===== src/hdl/lbps_pkg.sv =====
// Shared types, constants and blink pattern table for the LED blink pattern sequencer.
package lbps_pkg;

    localparam int unsigned TABLE_ROWS  = 16;
    localparam int unsigned PHASE_SLOTS = 8;
    localparam int unsigned SEL_W       = $clog2(TABLE_ROWS);
    localparam int unsigned PHASE_W     = $clog2(PHASE_SLOTS);
    localparam int unsigned CNT_W       = 8;

    // Patterns at or above this number play as the empty pattern
    localparam logic [SEL_W:0]   NUM_PATTERNS = (SEL_W + 1)'(11);
    // Phase counts above this are clipped
    localparam logic [PHASE_W:0] MAX_PHASES   = (PHASE_W + 1)'(6);

    // One input item
    typedef struct packed {
        logic             func;
        logic [SEL_W-1:0] mode;
    } item_t;

    typedef enum logic {
        FUNC_TICK = 1'b0,
        FUNC_SET  = 1'b1
    } func_t;

    localparam logic [PHASE_W:0] ROW_PHASES [TABLE_ROWS] = '{
        4'd0, 4'd2, 4'd2, 4'd2, 4'd2, 4'd0, 4'd0, 4'd6,
        4'd6, 4'd6, 4'd2, 4'd0, 4'd0, 4'd0, 4'd0, 4'd0
    };

    localparam logic [CNT_W-1:0] ROW_REPEATS [TABLE_ROWS] = '{
        8'd0, 8'd0, 8'd1, 8'd3, 8'd1, 8'd0, 8'd0, 8'd3,
        8'd3, 8'd1, 8'd6, 8'd0, 8'd0, 8'd0, 8'd0, 8'd0
    };

    localparam logic [CNT_W-1:0] ROW_LEN [TABLE_ROWS][PHASE_SLOTS] = '{
        '{8'd0,  8'd0, 8'd0, 8'd0, 8'd0, 8'd0,  8'd0, 8'd0},
        '{8'd5,  8'd5, 8'd0, 8'd0, 8'd0, 8'd0,  8'd0, 8'd0},
        '{8'd20, 8'd0, 8'd0, 8'd0, 8'd0, 8'd0,  8'd0, 8'd0},
        '{8'd1,  8'd1, 8'd0, 8'd0, 8'd0, 8'd0,  8'd0, 8'd0},
        '{8'd1,  8'd1, 8'd0, 8'd0, 8'd0, 8'd0,  8'd0, 8'd0},
        '{8'd0,  8'd0, 8'd0, 8'd0, 8'd0, 8'd0,  8'd0, 8'd0},
        '{8'd0,  8'd0, 8'd0, 8'd0, 8'd0, 8'd0,  8'd0, 8'd0},
        '{8'd5,  8'd1, 8'd1, 8'd1, 8'd1, 8'd10, 8'd0, 8'd0},
        '{8'd1,  8'd1, 8'd1, 8'd1, 8'd1, 8'd10, 8'd0, 8'd0},
        '{8'd1,  8'd1, 8'd5, 8'd1, 8'd5, 8'd10, 8'd0, 8'd0},
        '{8'd2,  8'd2, 8'd0, 8'd0, 8'd0, 8'd0,  8'd0, 8'd0},
        '{8'd0,  8'd0, 8'd0, 8'd0, 8'd0, 8'd0,  8'd0, 8'd0},
        '{8'd0,  8'd0, 8'd0, 8'd0, 8'd0, 8'd0,  8'd0, 8'd0},
        '{8'd0,  8'd0, 8'd0, 8'd0, 8'd0, 8'd0,  8'd0, 8'd0},
        '{8'd0,  8'd0, 8'd0, 8'd0, 8'd0, 8'd0,  8'd0, 8'd0},
        '{8'd0,  8'd0, 8'd0, 8'd0, 8'd0, 8'd0,  8'd0, 8'd0}
    };

    // Phase count of a row, clipped to the phase limit
    function automatic logic [PHASE_W:0] row_phases(input logic [SEL_W-1:0] sel);
        logic [PHASE_W:0] n;
        n = ROW_PHASES[sel];
        if (n > MAX_PHASES) begin
            n = MAX_PHASES;
        end
        return n;
    endfunction

endpackage


===== src/hdl/led_blink_pattern_sequencer.sv =====
// Top level of the LED blink pattern sequencer.
//
// Input channel (s_valid/s_ready, s_func, s_mode): each item is either a
// timer tick (func 0) or a pattern select (func 1, mode = pattern number).
// Result channel (m_valid/m_ready, m_led_on, m_active): exactly one result
// per item, in order, giving the LED level and whether a pattern still plays.
//
// An accepted item is held in the input register; the core then
// applies the table lookup and counter update and loads the state, which is
// also the result register. An item thus passes the input register and
// then the state register before its result is valid. Throughput is one
// item per cycle while the receiver takes each result; a stall on m_ready
// holds the flow.
//
// Reset (aresetn low at a clock edge) empties both stages and returns the
// state to idle: empty pattern, LED off, not playing.
// When the receiver stalls, the result holds; one more item may still be
// taken into the input register, after which s_ready drops until the
// result is taken.
module led_blink_pattern_sequencer (
    input  logic       aclk,
    input  logic       aresetn,
    input  logic       s_valid,
    output logic       s_ready,
    input  logic       s_func,
    input  logic [3:0] s_mode,
    output logic       m_valid,
    input  logic       m_ready,
    output logic       m_led_on,
    output logic       m_active
);

    lbps_pkg::item_t s_item;
    lbps_pkg::item_t item;
    logic            item_valid;
    logic            take;

    assign s_item.func = s_func;
    assign s_item.mode = s_mode;

    lbps_in_stage u_in_stage (
        .aclk       (aclk),
        .aresetn    (aresetn),
        .s_valid    (s_valid),
        .s_ready    (s_ready),
        .s_item     (s_item),
        .take       (take),
        .item_valid (item_valid),
        .item       (item)
    );

    lbps_core u_core (
        .aclk       (aclk),
        .aresetn    (aresetn),
        .item_valid (item_valid),
        .item       (item),
        .take       (take),
        .m_valid    (m_valid),
        .m_ready    (m_ready),
        .m_led_on   (m_led_on),
        .m_active   (m_active)
    );

endmodule


===== src/hdl/lbps_in_stage.sv =====
// Input register stage: holds one accepted item until the core takes it.
module lbps_in_stage (
    input  logic                 aclk,
    input  logic                 aresetn,
    input  logic                 s_valid,
    output logic                 s_ready,
    input  lbps_pkg::item_t      s_item,
    input  logic                 take,
    output logic                 item_valid,
    output lbps_pkg::item_t      item
);

    logic            in_valid_reg;
    logic            in_valid_next;
    lbps_pkg::item_t item_reg;

    // Free when empty or when the held item leaves this cycle
    assign s_ready = !in_valid_reg || take;

    always_comb begin
        in_valid_next = in_valid_reg;
        if (s_valid && s_ready) begin
            in_valid_next = 1'b1;
        end else if (take) begin
            in_valid_next = 1'b0;
        end
    end

    // Hold the valid flag
    always_ff @(posedge aclk) begin
        if (!aresetn) begin
            in_valid_reg <= 1'b0;
        end else begin
            in_valid_reg <= in_valid_next;
        end
    end

    // Capture the payload on accept
    always_ff @(posedge aclk) begin
        if (s_valid && s_ready) begin
            item_reg <= s_item;
        end
    end

    assign item_valid = in_valid_reg;
    assign item       = item_reg;

    a_take_needs_item: assert property (@(posedge aclk) disable iff (!aresetn)
        take |-> in_valid_reg)
        else $error("core took an item from an empty input stage");

    a_full_when_blocked: assert property (@(posedge aclk) disable iff (!aresetn)
        !s_ready |-> in_valid_reg)
        else $error("input stage refused an item while empty");

    a_held_item_stable: assert property (@(posedge aclk) disable iff (!aresetn)
        (in_valid_reg && !take) |=> (in_valid_reg && $stable(item_reg)))
        else $error("held item changed before it was taken");

endmodule


===== src/hdl/lbps_core.sv =====
// Pattern state, next-state logic and the result register.
module lbps_core (
    input  logic            aclk,
    input  logic            aresetn,
    input  logic            item_valid,
    input  lbps_pkg::item_t item,
    output logic            take,
    output logic            m_valid,
    input  logic            m_ready,
    output logic            m_led_on,
    output logic            m_active
);

    logic [lbps_pkg::SEL_W-1:0]   pattern_sel_reg,  pattern_sel_next;
    logic [lbps_pkg::PHASE_W-1:0] phase_index_reg,  phase_index_next;
    logic [lbps_pkg::CNT_W-1:0]   repeat_count_reg, repeat_count_next;
    logic [lbps_pkg::CNT_W-1:0]   ticks_left_reg,   ticks_left_next;
    logic                         led_level_reg,    led_level_next;
    logic                         playing_reg,      playing_next;
    logic                         m_valid_reg,      m_valid_next;

    logic [lbps_pkg::SEL_W-1:0]   sel_new;
    logic [lbps_pkg::PHASE_W:0]   phases_cur;
    logic [lbps_pkg::PHASE_W:0]   phase_inc;
    logic [lbps_pkg::CNT_W-1:0]   reps_cur;
    logic [lbps_pkg::CNT_W-1:0]   rep_inc;

    // Advance when an item waits and the result slot is free
    assign take = item_valid && (!m_valid_reg || m_ready);

    always_comb begin
        sel_new = ({1'b0, item.mode} >= lbps_pkg::NUM_PATTERNS) ? '0 : item.mode;
        phases_cur = lbps_pkg::row_phases(pattern_sel_reg);
        phase_inc  = {1'b0, phase_index_reg} + 1'b1;
        reps_cur   = lbps_pkg::ROW_REPEATS[pattern_sel_reg];
        rep_inc    = repeat_count_reg + 1'b1;

        pattern_sel_next  = pattern_sel_reg;
        phase_index_next  = phase_index_reg;
        repeat_count_next = repeat_count_reg;
        ticks_left_next   = ticks_left_reg;
        led_level_next    = led_level_reg;
        playing_next      = playing_reg;

        priority if (item.func == lbps_pkg::FUNC_SET) begin
            // Drop the running pattern and start the new one if it has any phases
            pattern_sel_next  = sel_new;
            phase_index_next  = '0;
            repeat_count_next = '0;
            ticks_left_next   = '0;
            led_level_next    = 1'b0;
            playing_next      = 1'b0;
            if (lbps_pkg::row_phases(sel_new) != '0) begin
                playing_next    = 1'b1;
                ticks_left_next = lbps_pkg::ROW_LEN[sel_new][0];
                led_level_next  = 1'b1;
            end
        end else if (playing_reg) begin
            priority if (ticks_left_reg > lbps_pkg::CNT_W'(1)) begin
                // Count down the current phase
                ticks_left_next = ticks_left_reg - 1'b1;
            end else if (phase_inc < phases_cur) begin
                // Move to the next phase; even phase index lights the LED
                phase_index_next = phase_inc[lbps_pkg::PHASE_W-1:0];
                ticks_left_next  =
                    lbps_pkg::ROW_LEN[pattern_sel_reg][phase_inc[lbps_pkg::PHASE_W-1:0]];
                led_level_next   = phase_index_reg[0];
            end else if (reps_cur == '0 || rep_inc < reps_cur) begin
                // Restart the pattern for another repeat
                phase_index_next  = '0;
                repeat_count_next = (reps_cur == '0) ? repeat_count_reg : rep_inc;
                ticks_left_next   = lbps_pkg::ROW_LEN[pattern_sel_reg][0];
                led_level_next    = 1'b1;
            end else begin
                // Repeats used up: go dark and idle
                pattern_sel_next  = '0;
                phase_index_next  = '0;
                repeat_count_next = '0;
                ticks_left_next   = '0;
                led_level_next    = 1'b0;
                playing_next      = 1'b0;
            end
        end else begin
            // Tick while idle: nothing changes
            playing_next = playing_reg;
        end
    end

    always_comb begin
        m_valid_next = m_valid_reg;
        if (take) begin
            m_valid_next = 1'b1;
        end else if (m_ready) begin
            m_valid_next = 1'b0;
        end
    end

    // Update state and result together; the state is the result payload
    always_ff @(posedge aclk) begin
        if (!aresetn) begin
            pattern_sel_reg  <= '0;
            phase_index_reg  <= '0;
            repeat_count_reg <= '0;
            ticks_left_reg   <= '0;
            led_level_reg    <= 1'b0;
            playing_reg      <= 1'b0;
            m_valid_reg      <= 1'b0;
        end else begin
            m_valid_reg <= m_valid_next;
            if (take) begin
                pattern_sel_reg  <= pattern_sel_next;
                phase_index_reg  <= phase_index_next;
                repeat_count_reg <= repeat_count_next;
                ticks_left_reg   <= ticks_left_next;
                led_level_reg    <= led_level_next;
                playing_reg      <= playing_next;
            end
        end
    end

    assign m_valid  = m_valid_reg;
    assign m_led_on = led_level_reg;
    assign m_active = playing_reg;

    a_dark_when_idle: assert property (@(posedge aclk) disable iff (!aresetn)
        !playing_reg |-> !led_level_reg)
        else $error("LED lit while no pattern plays");

    a_phase_in_range: assert property (@(posedge aclk) disable iff (!aresetn)
        playing_reg |-> ({1'b0, phase_index_reg} < lbps_pkg::row_phases(pattern_sel_reg)))
        else $error("phase index beyond the pattern's phase count");

    a_known_pattern: assert property (@(posedge aclk) disable iff (!aresetn)
        playing_reg |-> ({1'b0, pattern_sel_reg} < lbps_pkg::NUM_PATTERNS))
        else $error("playing a pattern number that does not exist");

    a_state_holds: assert property (@(posedge aclk) disable iff (!aresetn)
        !take |=> ($stable(led_level_reg) && $stable(playing_reg) && $stable(ticks_left_reg)))
        else $error("state changed without an item");

    a_no_overwrite: assert property (@(posedge aclk) disable iff (!aresetn)
        (m_valid_reg && !m_ready) |-> !take)
        else $error("result overwritten before it was taken");

endmodule

===== config.mk =====
export PLATFORM = sky130hd
export DESIGN_NAME = led_blink_pattern_sequencer
export DESIGN_NICKNAME = d
export VERILOG_FILES = /design/src/hdl/lbps_pkg.sv /design/src/hdl/led_blink_pattern_sequencer.sv /design/src/hdl/lbps_in_stage.sv /design/src/hdl/lbps_core.sv
export SDC_FILE = /design/constraint.sdc
export NUM_CORES = 1
export LEC_CHECK = 0
export BUFFER_PORTS_ARGS = -buffer_cell sky130_fd_sc_hd__buf_2
export CAP_MARGIN = 20
export CORE_MARGIN = 8
export CORE_UTILIZATION = 61
export DETAILED_ROUTE_END_ITERATION = 12
export PLACE_DENSITY = 0.8
export SYNTH_ARGS = -nofsm -noshare
export SYNTH_HDL_FRONTEND = slang
export SYNTH_SLANG_ARGS = --single-unit

===== constraint.sdc =====
create_clock -name aclk -period 3.1 [get_ports aclk]
set_clock_uncertainty 0.05 [all_clocks]
set_input_delay 0.31 -clock aclk [delete_from_list [all_inputs] [get_ports aclk]]
set_output_delay 0.31 -clock aclk [all_outputs]
set_load 0.005 [all_outputs]

After elaboration in Yosys (flattened, before gate mapping)
Memory sizes are Yosys's and may differ from the RTL's.
Index checks and enable logic that the tools add are counted.
{ "word_totals": {"regBits": 32, "inputBits": 9, "rom_bits": 2304, "memories": 5, "wordCells": 102} }
{ "memory_table": {"columns": ["memory", "words", "width", "rd", "rd_clocked_by_memory_dff", "write_ports", "line", "text"], "rows": [
  ["(no name shown)", 16, 64, 1, 0, 0, "lbps_core.sv:55", "ticks_left_next = lbps_pkg::ROW_LEN[sel_new][0];"],
  ["(no name shown)", 16, 64, 1, 0, 0, "lbps_core.sv:66", "lbps_pkg::ROW_LEN[pattern_sel_reg][phase_inc[lbps_pkg::PHASE_W-1:0]];"],
  ["(no name shown)", 16, 8, 1, 0, 0, "lbps_core.sv:35", "reps_cur = lbps_pkg::ROW_REPEATS[pattern_sel_reg];"],
  ["(no name shown)", 16, 4, 1, 0, 0, "lbps_pkg.sv:58", "n = ROW_PHASES[sel];"],
  ["(no name shown)", 16, 4, 1, 0, 0, "lbps_pkg.sv:58", null]
]} }
{ "classes": {"n_mux": 52, "reduce_logical": 16, "order_cmp": 9, "addsub": 3, "bitwise_logic": 3, "n_eq_ne": 4} }
{ "op_table": {"columns": ["op", "count"], "rows": [
  ["$mux W64", 4],
  ["$mux W8", 16],
  ["$mux W4", 13],
  ["$bmux W8 S3", 1],
  ["$mux W1", 14],
  ["$mux W3", 4],
  ["$ge A5 B5 Y1 const B", 2],
  ["$not A4 Y5", 2],
  ["$reduce_and A5 Y1", 2],
  ["$add A8 B1 Y8 const B", 1],
  ["$ge A4 B4 Y1 const B", 2],
  ["$gt A4 B3 Y1 const B", 2],
  ["$gt A8 B1 Y1 const B", 1],
  ["$logic_not A8 Y1", 1],
  ["$lt A8 B8 Y1", 1],
  ["$sub A8 B1 Y8 const B", 1],
  ["$ne A2 B2 Y1 const B", 3],
  ["$reduce_bool A2 Y1", 3],
  ["$add A3 B1 Y4 const B", 1],
  ["$lt A4 B4 Y1", 1],
  ["$not A3 Y4", 1],
  ["$reduce_bool A4 Y1", 1],
  ["$logic_or A1 B1 Y1", 3],
  ["$ne A3 B3 Y1 const B", 1],
  ["4 further kinds", 6]
]} }

Depth between registers and ports, before layout
Gate-level depths: netlist of the first run.
{ "logic_depth": {"word_depth": 12, "ltp_mapped": 12, "mapped_depth_nobuf": 11} }

Cells and area by module
From an unflattened synthesis of the first run, not the netlist that was laid out.
{ "hier_totals": {"cells_unflattened": 280, "area_unflattened_um2": 2343.5} }
{ "by_module_without_submodules": {"columns": ["mod", "area_each_um2", "cells_per_inst", "instances"], "rows": [
  ["lbps_core", 2135.8, 270, 1],
  ["lbps_in_stage", 207.7, 10, 1]
]} }

Least setup slack after synthesis of the first run
Ideal clock, no wire load.
{ "synth_timing": {"path_kind": "reg-to-reg", "start": "register u_core.pattern_sel_reg[1] (netlist bit)", "end": "register u_core.ticks_left_reg[0] (netlist bit)", "arrival_time_ns": 2.401, "setup_slack_ns": 0.570, "period_less_slack_ns": 2.530, "stages_incl_launch_ff": 11, "path_buffers": 0, "path_cell_list": "dfxtp_1 -> ha_1 -> inv_1 -> nor2_1 -> inv_1 -> ha_1 -> and3b_1 -> a211o_2 -> nor4_4 -> o221ai_1 -> a211oi_2"} }
{ "synth_between": {"elab_chain_len": 11, "elab_cells_between_ends": 24, "classes_between": "3 x order compare; 15 x mux; 1 x bitwise; 2 x reduce/logical; 3 x memory"} }
{ "synth_lines": {"columns": ["element", "line", "text"], "rows": [
  ["from (decl)", "lbps_core.sv:14", "logic [lbps_pkg::SEL_W-1:0] pattern_sel_reg, pattern_sel_next;"],
  ["from (signal assigned)", "lbps_core.sv:111", "pattern_sel_reg <= pattern_sel_next;"],
  ["$not A4 Y5 (not written as such) *", null, null],
  ["$mem_v2 Z16 W4, or another cell as far along", null, null],
  ["$mux W4 (not written as such), or another cell as far along (2 in a row)", "lbps_pkg.sv:58", null],
  ["$gt A4 B3 Y1, or another cell as far along", "lbps_pkg.sv:59", "if (n > MAX_PHASES) begin"],
  ["$mux W4, or another cell as far along", "lbps_pkg.sv:59", null],
  ["$lt A4 B4 Y1, or another cell as far along", "lbps_core.sv:62", "end else if (phase_inc < phases_cur) begin"],
  ["$mux W8 *", "lbps_core.sv:62", null],
  ["$mux W8 *", "lbps_core.sv:59", "priority if (ticks_left_reg > lbps_pkg::CNT_W'(1)) begin"],
  ["$mux W8 *", "lbps_core.sv:58", "end else if (playing_reg) begin"],
  ["$mux W8 *", "lbps_core.sv:45", "priority if (item.func == lbps_pkg::FUNC_SET) begin"],
  ["to (signal assigned)", "lbps_core.sv:114", "ticks_left_reg <= ticks_left_next;"],
  ["to (decl)", "lbps_core.sv:17", "logic [lbps_pkg::CNT_W-1:0] ticks_left_reg, ticks_left_next;"]
]} }
Mark *: on every way between the ends. The rest lies on a longest branch, timed or not. The select of a mux whose other input is x is not followed.
A chain may end at the register's enable or synchronous reset.

Final worst setup path of the first run
Same ends and word-level chain as after synthesis.

==> qor.csv, run 1 <==
metric,value,unit
cp-start-kind,flip-flop,
antenna_cells,0,
cts_buffers,5,
synthAdderAreaFrac,8.475,%
status,completed,
wl,5413,um
synthMuxAreaShare,1.271,%
p_leak,0.9963,nW
worstMarginPinSlew,0.6337,ns
ys_types,64,
cp-endpoint,u_core.ticks_left_reg[0]$_SDFFE_PN0P_,
power_frac_clock,39.0,%
clock_path_buffers,2,
layout.nets,323,
synth_area,2362,um2
die_w,78.23,um
combPwrFrac,16.3,%
io_buffers,12,
fp.coreArea,3689,um2
power.total,0.001016,W
switching_power,0.0002825,W
switching_share,27.82,%
hold-worst-slack,0.1477,ns
grt_pass1_vias,2033,
ys_warn_count,0,
synth_seq_cells,32,
dpl_cell_area,2451,um2
cts_setup_buffers,0,
drtIter0Drc,194,
synth_area_leaders,"dfxtp_1 23%, ha_1 8.5%, edfxtp_1 6.4%",
boundaryPins,13,
overflow,0,
synth_top_family_by_area,simple AND/OR/NAND/NOR gates,
required,3.26,ns
clk_pin_slew_worst_paths,0.07,ns
fin_crit,2.845,ns
finalSetupViolCount,0,
final_cells,347,
reg2reg_slack,0.26,ns
tns,0,ns
clock-sinks,32,
antenna_found_initial,0,
detail_route.wl_per_cell,15.60,um
end_kind,flip-flop,
grt_pass1_wl,9135,um
ctsHtreeMaxLevel,2,
dieHeight,78.23,um
timing.rr.end,u_core.ticks_left_reg[0]$_SDFFE_PN0P_,
drtPass1Iterations,4,
worstSetupPathType,reg -> reg,
cts_tree,built,
clk_latency,0.29,ns
power.share.sequential,44.7,%
finalMaxSlewViolations,0,
ys_async_sr_fraction,0,%
synth_xor_area_share,2.542,%
drive_gt1_share,12.37,%
ys.flop_type,dfxtp_1,
synthCells,284,
cap_violations,0,
startpoint,u_core.pattern_sel_reg[1]$_SDFFE_PN0P_,
syn_to_final_growth,8.263,%
row_count,22,
synth_edf_count,5,
dp_hpwl,4084,um
dieArea,6120,um2
synth_area_per_cell,8.318,um2
via_per_inst,6.135,
relSlewSlack,57.75,%
hold_class,in -> reg,
place_congestion,0.9100,
grt_max_degree,19,
postLayoutCellArea,2557,um2
gr-usage-all-layers,17.88,%
synth_top_cell_area_share,22.88,%
r2r.worst_path.cells,11,
initial_utilization,64.04,%
ys_seq_area_share,29.24,%
rsz0062_at_grt,no,
dp.cells,339,
synth_nets,309,
vias,2129,
yosys.area_share.simple,27.81,%
ir_drop,0.2884,mV
drc,0,
postCtsHoldBufs,0,
arrival,3.01,ns
synth-compound-area-share,25.05,%
cellPowerDensity,397.1,nW/um2
hold_viol,0,
max_freq,351.6,MHz
yosysTopAreaCell,dfxtp_1,
cp_max_fo,10,
fin_crit_sh,91.76,%
p_int,0.0007330,W
cts_root_buffer,clkbuf_8,
r2r_start,u_core.pattern_sel_reg[1]$_SDFFE_PN0P_,
drtAntennaViolNets,0,
ctsResizeCount,0,
[cells in the mapped netlist, drive strengths merged, types with 2 or more instances]
cell type,number
a211o,2
a211oi,2
a21oi,13
a22o,2
a22oi,2
a31oi,6
a32o,2
a32oi,2
a41oi,2
and2,11
and3,4
and3b,2
buf,5
clkbuf,5
dfxtp,27
edfxtp,5
ha,16
inv,17
mux2i,3
nand2,22
nand2b,7
nand3,7
nand3b,3
nand4,5
nor2,22
nor2b,9
nor3,17
nor3b,5
nor4,2
o211ai,3
o21a,3
o21ai,22
o221ai,2
o22ai,2
o2bb2ai,4
o31a,2
o41ai,2
or3,2
xnor2,4
xor2,2
[power groups by stage]
stage          registers (W)  logic [W]  clock network [W]
6_report            0.000454   0.000166           0.000396
4_1_cts             0.000454   0.000163           0.000397
2_1_floorplan       0.000456   0.000132                  0
5_1_grt             0.000457   0.000183           0.000410
3_3_place_gp        0.000462   0.000161                  0
3_5_place_dp        0.000463   0.000162                  0
[placed cells by master, fill, tap and decap left out, types with 9 or more instances in the layout]
cell,n
buf_2,12
a21oi_1,13
nor2_1,22
dfxtp_1,27
and2_1,11
nand2_1,22
o21ai_0,17
nor3_1,16
ha_1,16
nor2b_1,9
inv_1,17
[kinds of logic (layout without fill, tap and decap cells)]
kind of cell	Yosys count	count (layout)
AO/OA/AOI/OAI	81	81
XOR/XNOR	6	6
adder cells (fa/ha/maj)	16	16
AND/OR/NAND/NOR	119	119
flip-flops	32	32
multiplexers	3	3
buffers and inverters	27	42
[layout make-up]
| class | count | area [um2] |
|---|---|---|
| Clock buffer | 5 | 68.82 |
| Clock inverter | 3 | 37.54 |
| Fill cell | 312 | 1131 |
| Inverter | 17 | 63.81 |
| Multi-Input combinational cell | 225 | 1539 |
| Sequential cell | 32 | 690.7 |
| Tap cell | 48 | 60.06 |
| Timing Repair Buffer | 17 | 97.59 |
[worst min-delay path by stage]
stage | startpoint | to | slack, ns | cells past startpoint
after floorplan | s_mode[0] | u_in_stage.item[0]$_DFFE_PP_ | 0.36 | 0
after global placement | u_core.repeat_count_reg[1]$_SDFFE_PN0P_ | u_core.repeat_count_reg[1]$_SDFFE_PN0P_ | 0.40 | 2
after detailed placement | u_core.repeat_count_reg[1]$_SDFFE_PN0P_ | u_core.repeat_count_reg[1]$_SDFFE_PN0P_ | 0.41 | 2
after CTS | s_func | u_in_stage.item[4]$_DFFE_PP_ | 0.15 | 1
after global routing | s_func | u_in_stage.item[4]$_DFFE_PP_ | 0.15 | 1
final | s_func | u_in_stage.item[4]$_DFFE_PP_ | 0.15 | 1
[through the flow]
step	setup slack (ns)	utilization, %
4_1_cts	0.2598	69.34
2_1_floorplan	0.5698	-
3_5_place_dp	0.2940	66.45
3_3_place_gp	0.3045	66.45
6_report	0.2555	69.34
5_1_grt	0.05780	69.34
[worst max-delay path, cell delays in order (launching register included)]
cell and delay [ns]:
dfxtp_1 0.51, ha_1 0.27, inv_1 0.07, nor2_1 0.25, inv_1 0.08, ha_1 0.32, and3b_1 0.19, a211o_2 0.32
nor4_4 0.13, buf_4 0.21, o221ai_1 0.15, a211oi_2 0.23
[routing by layer]
layer  part of all wire, %  global-route usage (%)  vias to the layer above  routed length, um
li1                      -                       -                     1073                  -
met1                    45                   21.51                      989               2436
met2                    48                   30.41                       54               2585
met3                   5.1                   3.303                       13                278
met4                   2.1                   7.593                        0                112
met5                     0                       0                        -                  0
(Power assumes the default switching activity.)
==> inputs of run 2 (changes only) <==
--- a/config.mk
+++ b/config.mk
@@ -5,6 +5,7 @@
 export SDC_FILE = /design/constraint.sdc
 export NUM_CORES = 1
 export LEC_CHECK = 0
+export ABC_AREA = 1
 export BUFFER_PORTS_ARGS = -buffer_cell sky130_fd_sc_hd__buf_2
 export CAP_MARGIN = 20
 export CORE_MARGIN = 8
==> run 2 against run 1 <==
Against the previous run:
- global-route usage fell by 0.71 points
- synthesized area fell by 3.9%
- register-to-register slack improved by 0.45 ns
- sequential power barely moved
- sequential share of layout area rose by 1.2 points
- count of clock-buffer cells in the layout rose by 1
- critical path depth rose by 3
- critical path type unchanged
==> qor.csv, run 2 <==
metric,value,unit,change
worstMarginPinSlew,0.5580,ns,-0.07571 ns
synth_edf_count,5,,unchanged
crit_path_max_incr_delay,0.33,ns,-0.18 ns
required,3.27,ns,about the same
cap_violations,0,,unchanged
gr-usage-all-layers,17.17,%,-0.71 points
clock-sinks,32,,unchanged
antenna_cells,0,,unchanged
cts_setup_buffers,0,,unchanged
overflow,0,,unchanged
place_congestion,0.8571,,-5.8%
row_count,22,,unchanged
hold_viol,0,,unchanged
final_cell_mix,"91 x nand2_1, 50 x inv_1, 27 x dfxtp_1, 25 x nor2_1",,
ctsHtreeMaxLevel,2,,unchanged
syn_to_final_growth,7.883,%,
detail_route.wl_per_cell,12.03,um,-23%
p_leak,1.170,nW,+17%
io_buffers,12,,unchanged
dieHeight,77,um,-1.6%
grt_pass1_vias,1956,,-3.8%
fin_crit_sh,77.36,%,-14 points
drc,0,,unchanged
synth_seq_cells,32,,unchanged
relSlewSlack,62.76,%,+5.0 points
worstSetupPathType,reg -> reg,,
synth_top_cell_area_share,23.81,%,+0.93 points
finalMaxSlewViolations,0,,unchanged
synth_nets,361,,+17%
clk_pin_slew_worst_paths,0.06,ns,about the same
ys.flop_type,dfxtp_1,,
synth_area,2270,um2,-3.9%
ys_types,35,,-45%
layout.area.seq,690.7,um2,unchanged
synthCells,336,,+18%
netlist_top_cells_count,"91 x nand2_1, 50 x inv_1, 27 x dfxtp_1",,
cp_max_fo,12,,+2
cpMaxStageDelayCell,dfxtp_1,,
ys_warn_count,0,,unchanged
die_w,77,um,-1.6%
max_freq,417.0,MHz,+19%
boundaryPins,13,,unchanged
fillers,339,,+8.7%
drtIter0Drc,137,,-29%
cp-start-kind,flip-flop,,
drtAntennaViolNets,0,,unchanged
path_buf_inv,3,,unchanged
grt_max_degree,15,,-4
hold-worst-slack,0.1469,ns,-0.0008390 ns
finalSetupViolCount,0,,unchanged
dieArea,5929,um2,-3.1%
layout.cells.most_common,nand2_1,,
clock_path_buffers,2,,unchanged
fin_crit,2.398,ns,-0.4465 ns
grt_pass1_wl,8604,um,-5.8%
cts_root_buffer,clkbuf_8,,
synth_area_per_cell,6.755,um2,-19%
tns,0,ns,unchanged
layout.nets,374,,+16%
dp_hpwl,3780,um,-7.5%
synth_area_leaders,"dfxtp_1 24%, nand2_1 15%, ha_1 8.8%",,
ys_seq_area_share,30.43,%,+1.2 points
drive_gt1_share,12.86,%,+0.48 points
drtPass1Iterations,4,,unchanged
ys_async_sr_fraction,0,%,unchanged
via_per_inst,5.294,,-14%
postCtsHoldBufs,0,,unchanged
cts_tree,built,,
multi_input_area,1331,um2,-13%
yosysTopAreaCell,dfxtp_1,,
antenna_found_initial,0,,unchanged
worst_path_dominant_cell_family,simple AND/OR/NAND/NOR gates,,
dp_slack,0.7521,ns,+0.4581 ns
end_kind,flip-flop,,
rsz0062_at_grt,no,,
vias,2107,,-1.0%
arrival,2.57,ns,-0.44 ns
cts_buffers,5,,unchanged
power.total,0.001026,W,+1.0%
fp.coreArea,3633,um2,-1.5%
ctsResizeCount,0,,unchanged
clk_latency,0.29,ns,about the same
crit_top_cell,nand2_1,,
cp_cell_sequence,ha_1 -> or2_1 -> nand2_1 -> inv_1 -> ha_1 -> nand2_1 -> inv_1 -> a21oi_4 -> nand2_1 -> nand2_2 -> inv_2 -> nand2_2 -> nand2_1 -> a21oi_2,,
initial_utilization,62.47,%,-1.6 points
wl,4788,um,-12%
ir_drop,0.3380,mV,+17%
cellPowerDensity,418.9,nW/um2,+5.5%
yosysMostFrequentCell,nand2_1,,
layout_setup_ws,0.7020,ns,+0.4465 ns
hold_class,in -> reg,,
status,completed,,
## run 2: kinds of logic (layout without fill, tap and decap cells)
| family | count (synthesis) | after routing | share of synthesized area, % |
|---|---|---|---|
| and+or+nand+nor | 166 | 166 | 32.36 |
| buffers and inverters | 59 | 73 | 10.91 |
| AOI/OAI and AO/OA | 58 | 58 | 15.55 |
| DFF | 32 | 32 | 30.43 |
| adders and majority gates | 16 | 16 | 8.820 |
| xor gates and xnor gates | 5 | 5 | 1.929 |
## run 2: worst paths after layout
check	end	depth (start not counted)	slack [ns]	from
max	u_core.pattern_sel_reg[2]$_SDFFE_PN0P_	14	0.70	u_core.phase_index_reg[0]$_SDFFE_PN0P_
min	u_in_stage.item[1]$_DFFE_PP_	1	0.15	s_mode[1]
min reg2reg	u_core.repeat_count_reg[6]$_SDFFE_PN0P_	2	0.43	u_core.repeat_count_reg[6]$_SDFFE_PN0P_
max reg2reg	u_core.pattern_sel_reg[2]$_SDFFE_PN0P_	14	0.70	u_core.phase_index_reg[0]$_SDFFE_PN0P_
## run 2: metrics by stage
stage          area [um2]  std cells  util, %
3_5_place_dp         2341        390    64.43
4_1_cts              2449        398    67.39
2_1_floorplan        2270        336        -
6_report             2449        398    67.39
5_1_grt              2449        398    67.39
3_3_place_gp         2341        390    64.43
## run 2: area by class of cell
| class | instances | share of cell area (%) |
|---|---|---|
| Tap cell | 48 | 2.453 |
| Clock buffer | 6 | 2.964 |
| Inverter | 53 | 8.125 |
| Clock inverter | 2 | 1.431 |
| Multi-Input combinational cell | 245 | 54.37 |
| Sequential cell | 32 | 28.21 |
| Timing Repair Buffer | 12 | 2.453 |
## run 2: report_power, final
| part | switching (W) | total, W | internal (W) |
|---|---|---|---|
| Clock | 0.000153 | 0.000391 | 0.000238 |
| Combinational | 0.000121 | 0.000183 | 0.0000623 |
| Sequential | 0.0000143 | 0.000452 | 0.000437 |
## run 2: layer usage
metal	vias up	global-route usage, %	share of wire [%]
met5	-	0	0
met4	0	4.906	1.3
met3	6	4.429	4.8
li1	1108	-	-
met2	39	27.27	46
met1	954	22.28	48
